## config.mk

```make
export PLATFORM = sky130hd
export DESIGN_NAME = r2fft_front
export DESIGN_NICKNAME = d
export VERILOG_FILES = /design/src/r2fft_pkg.sv /design/src/r2fft_front.sv
export SDC_FILE = /design/constraint.sdc
export NUM_CORES = 1
export LEC_CHECK = 0
export BUFFER_PORTS_ARGS = -buffer_cell sky130_fd_sc_hd__buf_2
export CORE_AREA = 2 2 60 62
export CTS_CLUSTER_DIAMETER = 150
export CTS_CLUSTER_SIZE = 40
export DETAILED_ROUTE_END_ITERATION = 16
export DIE_AREA = 0 0 62 64
export HOLD_SLACK_MARGIN = 0.12
export PLACE_DENSITY_LB_ADDON = 0.2
export SETUP_SLACK_MARGIN = 0.02
export SYNTH_ARGS = -nofsm -noshare
export SYNTH_HDL_FRONTEND = slang
export SYNTH_SLANG_ARGS = --single-unit
```

## constraint.sdc

```tcl
create_clock -name clk -period 2.7 [get_ports clk]
set_input_delay 0.135 -clock clk [delete_from_list [all_inputs] [get_ports clk]]
set_output_delay 0.135 -clock clk [all_outputs]
set_load 0.005 [all_outputs]
```

## src/r2fft_pkg.sv

```systemverilog
`default_nettype none
package r2fft_pkg;

    localparam int LOG2_MAX_LENGTH_DEF = 8;
    localparam int ROM_LOG2 = 8;
    localparam int ROM_QTR  = 64;

    localparam logic ACT_LOAD = 1'b0;
    localparam logic ACT_READ = 1'b1;

    // config register indexes
    localparam logic [3:0] REG_INVERSE = 4'd0;
    localparam logic [3:0] REG_LOG2    = 4'd1;

    typedef struct packed {
        logic              action;
        logic [7:0]        index;
        logic signed [15:0] real_in;
        logic signed [15:0] imag_in;
        logic              last;
    } cmd_t;

    typedef struct packed {
        logic signed [23:0] real_out;
        logic signed [23:0] imag_out;
    } res_t;

    // queued load or read operation from front to back
    typedef struct packed {
        logic              action;
        logic [7:0]        index;
        logic signed [23:0] re;
        logic signed [23:0] im;
        logic              last;
        logic              inv;
        logic [3:0]        lg;
    } op_t;

    typedef enum logic [2:0] {
        ST_IDLE,
        ST_REV_RD,
        ST_REV_WR,
        ST_BF_RD,
        ST_BF_MUL,
        ST_BF_WR,
        ST_SC,
        ST_SC_END
    } bk_state_t;

    // quarter-wave sine of 2*pi*k/256 scaled by 32767
    function automatic logic signed [15:0] sine_rom(input logic [6:0] k);
        logic signed [15:0] t [0:64];
        t = '{16'sd0, 16'sd804, 16'sd1608, 16'sd2410, 16'sd3212, 16'sd4011, 16'sd4808,
              16'sd5602, 16'sd6393, 16'sd7179, 16'sd7962, 16'sd8739, 16'sd9512,
              16'sd10278, 16'sd11039, 16'sd11793, 16'sd12539, 16'sd13279, 16'sd14010,
              16'sd14732, 16'sd15446, 16'sd16151, 16'sd16846, 16'sd17530, 16'sd18204,
              16'sd18868, 16'sd19519, 16'sd20159, 16'sd20787, 16'sd21403, 16'sd22005,
              16'sd22594, 16'sd23170, 16'sd23731, 16'sd24279, 16'sd24811, 16'sd25329,
              16'sd25832, 16'sd26319, 16'sd26790, 16'sd27245, 16'sd27683, 16'sd28105,
              16'sd28510, 16'sd28898, 16'sd29268, 16'sd29621, 16'sd29956, 16'sd30273,
              16'sd30571, 16'sd30852, 16'sd31113, 16'sd31356, 16'sd31580, 16'sd31785,
              16'sd31971, 16'sd32137, 16'sd32285, 16'sd32412, 16'sd32521, 16'sd32609,
              16'sd32678, 16'sd32728, 16'sd32757, 16'sd32767};
        if (k > 7'd64)
            return 16'sd32767;
        return t[k];
    endfunction

    function automatic logic signed [23:0] sat24(input logic signed [25:0] v);
        if (v > 26'sd8388607)
            return 24'sd8388607;
        if (v < -26'sd8388608)
            return -24'sd8388608;
        return v[23:0];
    endfunction

endpackage
`default_nettype wire

```

## src/r2fft_front.sv

```systemverilog
`default_nettype none
module r2fft_front
    import r2fft_pkg::*;
(
    input  wire logic       clk,
    input  wire logic       rst_n,
    input  wire logic       start,
    input  wire cmd_t       cmd,
    input  wire logic       cfg_we,
    input  wire logic [3:0] cfg_index,
    input  wire logic [3:0] cfg_data,
    input  wire logic       q_full,
    output logic            accept,
    output logic            q_push,
    output op_t             q_data
);
    logic       inv_reg;
    logic [3:0] lg_reg;
    logic [3:0] lg_act;
    logic [7:0] mask;

    // config registers
    always_ff @(posedge clk or negedge rst_n)
    begin
        if (!rst_n)
        begin
            inv_reg <= 1'b0;
            lg_reg  <= 4'd8;
        end
        else if (cfg_we)
        begin
            if (cfg_index == REG_INVERSE)
                inv_reg <= cfg_data[0];
            else if (cfg_index == REG_LOG2)
                lg_reg <= cfg_data;
        end
    end

    // clamp length and mask index
    always_comb
    begin
        lg_act = lg_reg;
        if (lg_act == 4'd0)
            lg_act = 4'd1;
        if (lg_act > 4'd8)
            lg_act = 4'd8;
        mask = 8'((9'd1 << lg_act) - 9'd1);
    end

    assign accept = start && !q_full;
    assign q_push = accept;

    // classify beat into queue op
    always_comb
    begin
        q_data.action = cmd.action;
        q_data.index  = cmd.index & mask;
        q_data.re     = 24'(cmd.real_in);
        q_data.im     = 24'(cmd.imag_in);
        q_data.last   = (cmd.action == ACT_LOAD) && cmd.last;
        q_data.inv    = inv_reg;
        q_data.lg     = lg_act;
    end
endmodule
`default_nettype wire

```

# ---- Word level (Yosys, flattened, before mapping)
# Cells that the tools add are included.
dict set report op_classes {
  mux 2
  n_reduce_logical 7
  bitwise 3
  n_eq_ne 1
  shift 1
  magnitude_cmp 1
  n_addsub 1
}
# op count
set op_table {}
lappend op_table {{$and 8x8->8} 1}
lappend op_table {{$logic_not 4->1} 2}
lappend op_table {{$mux 4} 2}
lappend op_table {{$shl 1x4->8 const A} 1}
lappend op_table {{$sub 8x1->8 const B} 1}
lappend op_table {{$eq 4x1->1 const B} 1}
lappend op_table {{$gt 4x4->1 const B} 1}
lappend op_table {{$reduce_and 3->1} 1}
lappend op_table {{$logic_and 1x1->1} 2}
lappend op_table {{$not 1->1} 2}
lappend op_table {{$reduce_and 2->1} 1}
lappend op_table {{$logic_not 1->1} 1}
dict set report word_totals {
  ff_bits 5
  output_inout_bits 65
}

# ---- Longest topological paths before layout
dict set report depth {
  ltp_word 7
  mapped_depth 6
  depth_no_buf 5
}

# ---- Worst setup path after synthesis
# Ideal clock, no wire load.
dict set report synth_timing {
  path_kind {reg-to-output}
  startpoint {register lg_reg[2]}
  endpoint {output port q_data[60] (netlist bit)}
  arrival_time_ns 1.424
  path_stages_with_launch 7
  slack_ns 1.141
  required_time_ns 2.565
  cell_sequence {dfrtp_1 -> buf_2 -> or3_1 -> ha_1 -> nor3_1 -> a21oi_1 -> o21ai_0}
}
# item line_no
set synth_lines {}
lappend synth_lines {{start, declared} r2fft_front.sv:18} ;# logic [3:0] lg_reg;
lappend synth_lines {{start signal, assigned} r2fft_front.sv:35} ;# lg_reg <= cfg_data;
lappend synth_lines {{end, declared} r2fft_front.sv:15} ;# output op_t q_data

==> summary.txt <==
Status
  – Status: complete, no violations

Power
  – Pwr dens: 522 nW/um^2
  – Leakage power: 0.358 nW
  – Worst vdd ir: 0.205 mV

Routing
  – Drt pass-1 iters: 2
  – Final wirelength: 1.19 mm
  – Post-route DRC: 0
  – DR vias/cell: 3.77
  – DRT iter0 DRCs: 4
  – WL/cell: 9.29 um
  – Routed Antenna Nets: 0
  – Via count: 483

Place
  – Post-DP HPWL: 1.01 mm
  – Gpl congestion: 0.671
  – Number of I/O port buffers: 37
  – Dpl cell area: 641 sq um

Layout
  – Register area: 126 sq um
  – Multi-input gate area: 268 sq um
  – Fin area: 697 sq um
  – Nets: 139
  – Synth-to-Final Area Change: -12.7%
  – N_diodes: 0
  – Filler Cell Count: 367
  – Max FFs per register: 4
  – Layout cells sized above 1: 58.5%
  – Core Util, Final: 21.2%

Timing
  – Fin crit share: 74.0%
  – FMAX: 501 MHz
  – Final hold vios: 0
  – Pins over their slew limit: 0
  – Final setup fails: 0
  – RSZ-0062 raised after global routing: no
  – Minimum clock period: 2000 ps
  – Skew final: 0 ps
  – Post-route setup TNS: 0 ps

Floorplan
  – Starting Density: 24.3%
  – Rows: 21
  – Core area: 3280 sq um
  – # IOs: 120
  – Die height: 64 um
  – Die Area: 3970 sq um
  – Width of the chip: 62 um

Logic synthesis
  – Post-Syn Instances: 93
  – Async set-reset flop share out of synthesis: 100%
  – Synth Area in Simple Gates: 15.2%
  – Cell taking the most area after synthesis: buf_4
  – Post-synthesis adder-cell area fraction: 1.57%
  – Most frequent cells after synthesis: buf_4, nor2b_1, dfrtp_1, mux2_4, o21a_1
  – Avg Cell Area, Syn: 8.58 sq um
  – Multiplexer share of the synthesized area: 8.93%
  – YS warnings: 0
  – Top-count cell post-synth: buf_4
  – Top cells by area, synth: buf_4, dfrtp_1, mux2_4, nor2b_1, dfstp_2
  – Ys flop type: dfrtp_1
  – Synth Area in Compound Gates: 6.27%
  – Post-synth cell types: 25
  – EDFF count, synth: 0
  – Synthesized Nets: 149
  – Largest family of logic cells by synthesized area: buffers and inverters
  – Post-synthesis sequential area ratio: 15.8%
  – Syn Std Cell Area: 798 sq um
  – Area share of the largest cell type after synthesis: 48.0%
  – Synth Register Bits: 5
  – Synth Area in XOR/XNOR: 1.10%

Flow run
  – Max-cap violation count: 0

Global routing
  – First-pass GRT wire length: 1.79 mm
  – Gr usage total: 6.13%
  – Initial antenna violation count: 0
  – GR Overflow Total: 0
  – Pin count of the biggest net entering global routing: 14
  – Vias in the first global route: 454

Setup path
  – Max incr delay on CP: 440 ps
  – CP Buf/Inv Count: 1
  – Slowest cell on crit path: dfrtp_1
  – Crit-path max FO: 8
  – CP Launch Type: register
  – Crit. End Element: output pin
  – CP Class: register to output pin
  – Worst Path Required: 2570 ps
  – Arrival time worst endpoint: 1860 ps
  – CP cell instances: or3_1 > ha_1 > nor3_1 > a21oi_1 > o21ai_0 > buf_2
  – Crit path max-delay family: simple AND/OR/NAND/NOR gates

Worst hold path
  – Worst Hold Class: input pin to register

Clock tree
  – Latest clock arrival within the worst-skew pair: 240 ps
  – Number of gates resized after cts: 0
  – CTS H-Tree Depth: 1
  – Worst-path clk slew: 40 ps
  – Num CTS Buffers: 3
  – CTS Sinks: 5
  – Clock root cell: clkbuf_4
  – CTS tree: done
  – Max clock buf depth: 2
per-stage QoR:
stage          hold WS [ps]  total power, W  setup WS [ps]  instances
6_report                129        0.000364            703        128
5_1_grt                 124        0.000396            570        128
4_1_cts                 123        0.000373            670        128
3_5_place_dp          -45.2        0.000279            939        121
3_3_place_gp          -41.3        0.000278            999        121
2_1_floorplan          -161        0.000277           1140         93
placed cells by master (no fill, tap or decap), drive strengths merged:
cell         netlist  final
and2               2      2
nor2b              6      6
conb               1      1
ha                 1      1
inv                1      1
nand2              1      1
o211ai             1      1
dlygate4sd3        0      3
xor2               1      1
nor4b              2      2
nand3              1      1
buf               53     37
dfstp              1      1
or3                1      1
nor3               1      1
nand2b             1      1
o21a               3      3
o21ai              2      2
nor2               1      1
mux2               5      5
dfrtp              4      4
clkbuf             2      4
a21oi              2      2
logic make-up (layout without fill, tap and decap cells):
logic type	after synthesis	count (layout)
mux	5	5
fa+ha+maj	1	1
flops	5	5
other cells	1	1
simple gates	16	16
xor+xnor	1	1
buf+inv	56	45
compound gates	8	8
report_power, final:
part	leakage [nW]	internal (W)	switching [W]
logic	0.284	0.0000918	0.0000548
clock network	0.0150	0.0000559	0.0000302
registers	0.0595	0.0000957	0.0000353
total	0.358	0.000243	0.000120
final timing paths:
path                                   end         from  slack (ps)  cells past startpoint
min in group asynchronous        lg_reg[1]        rst_n         230                      2
worst min register to register     inv_reg      inv_reg         500                      1
worst max-delay path            q_data[60]    lg_reg[1]         700                      6
worst max register to register   lg_reg[3]    lg_reg[3]        1820                      1
max in group asynchronous        lg_reg[3]        rst_n        2260                      2
worst min-delay path             lg_reg[2]  cfg_data[2]         130                      2
cell type report:
cell class              count  area share (%)
flip-flops and latches      5            18.1
repair buffers             40            30.9
inverters                   1           0.539
well taps                  46            8.26
clock buffers               4            3.77
multi-input cells          32            38.4
layer usage:
layer / part of all wire (%) / track usage (%)
met1: 39 / 6.16
met2: 45 / 8.07
met3: 15 / 4.86
met4: 0.67 / 4.79
met5: 0 / 0
what timing repair did:
| action | 4_1_cts | 5_1_grt |
|---|---|---|
| setup buffers | 0 | 0 |
| endpoints found under the setup margin | 0 | 0 |
| hold buffers | 3 | 0 |
| hold endpoints to repair | 7 | 0 |
Note: power is estimated with default switching activity, not from simulation.
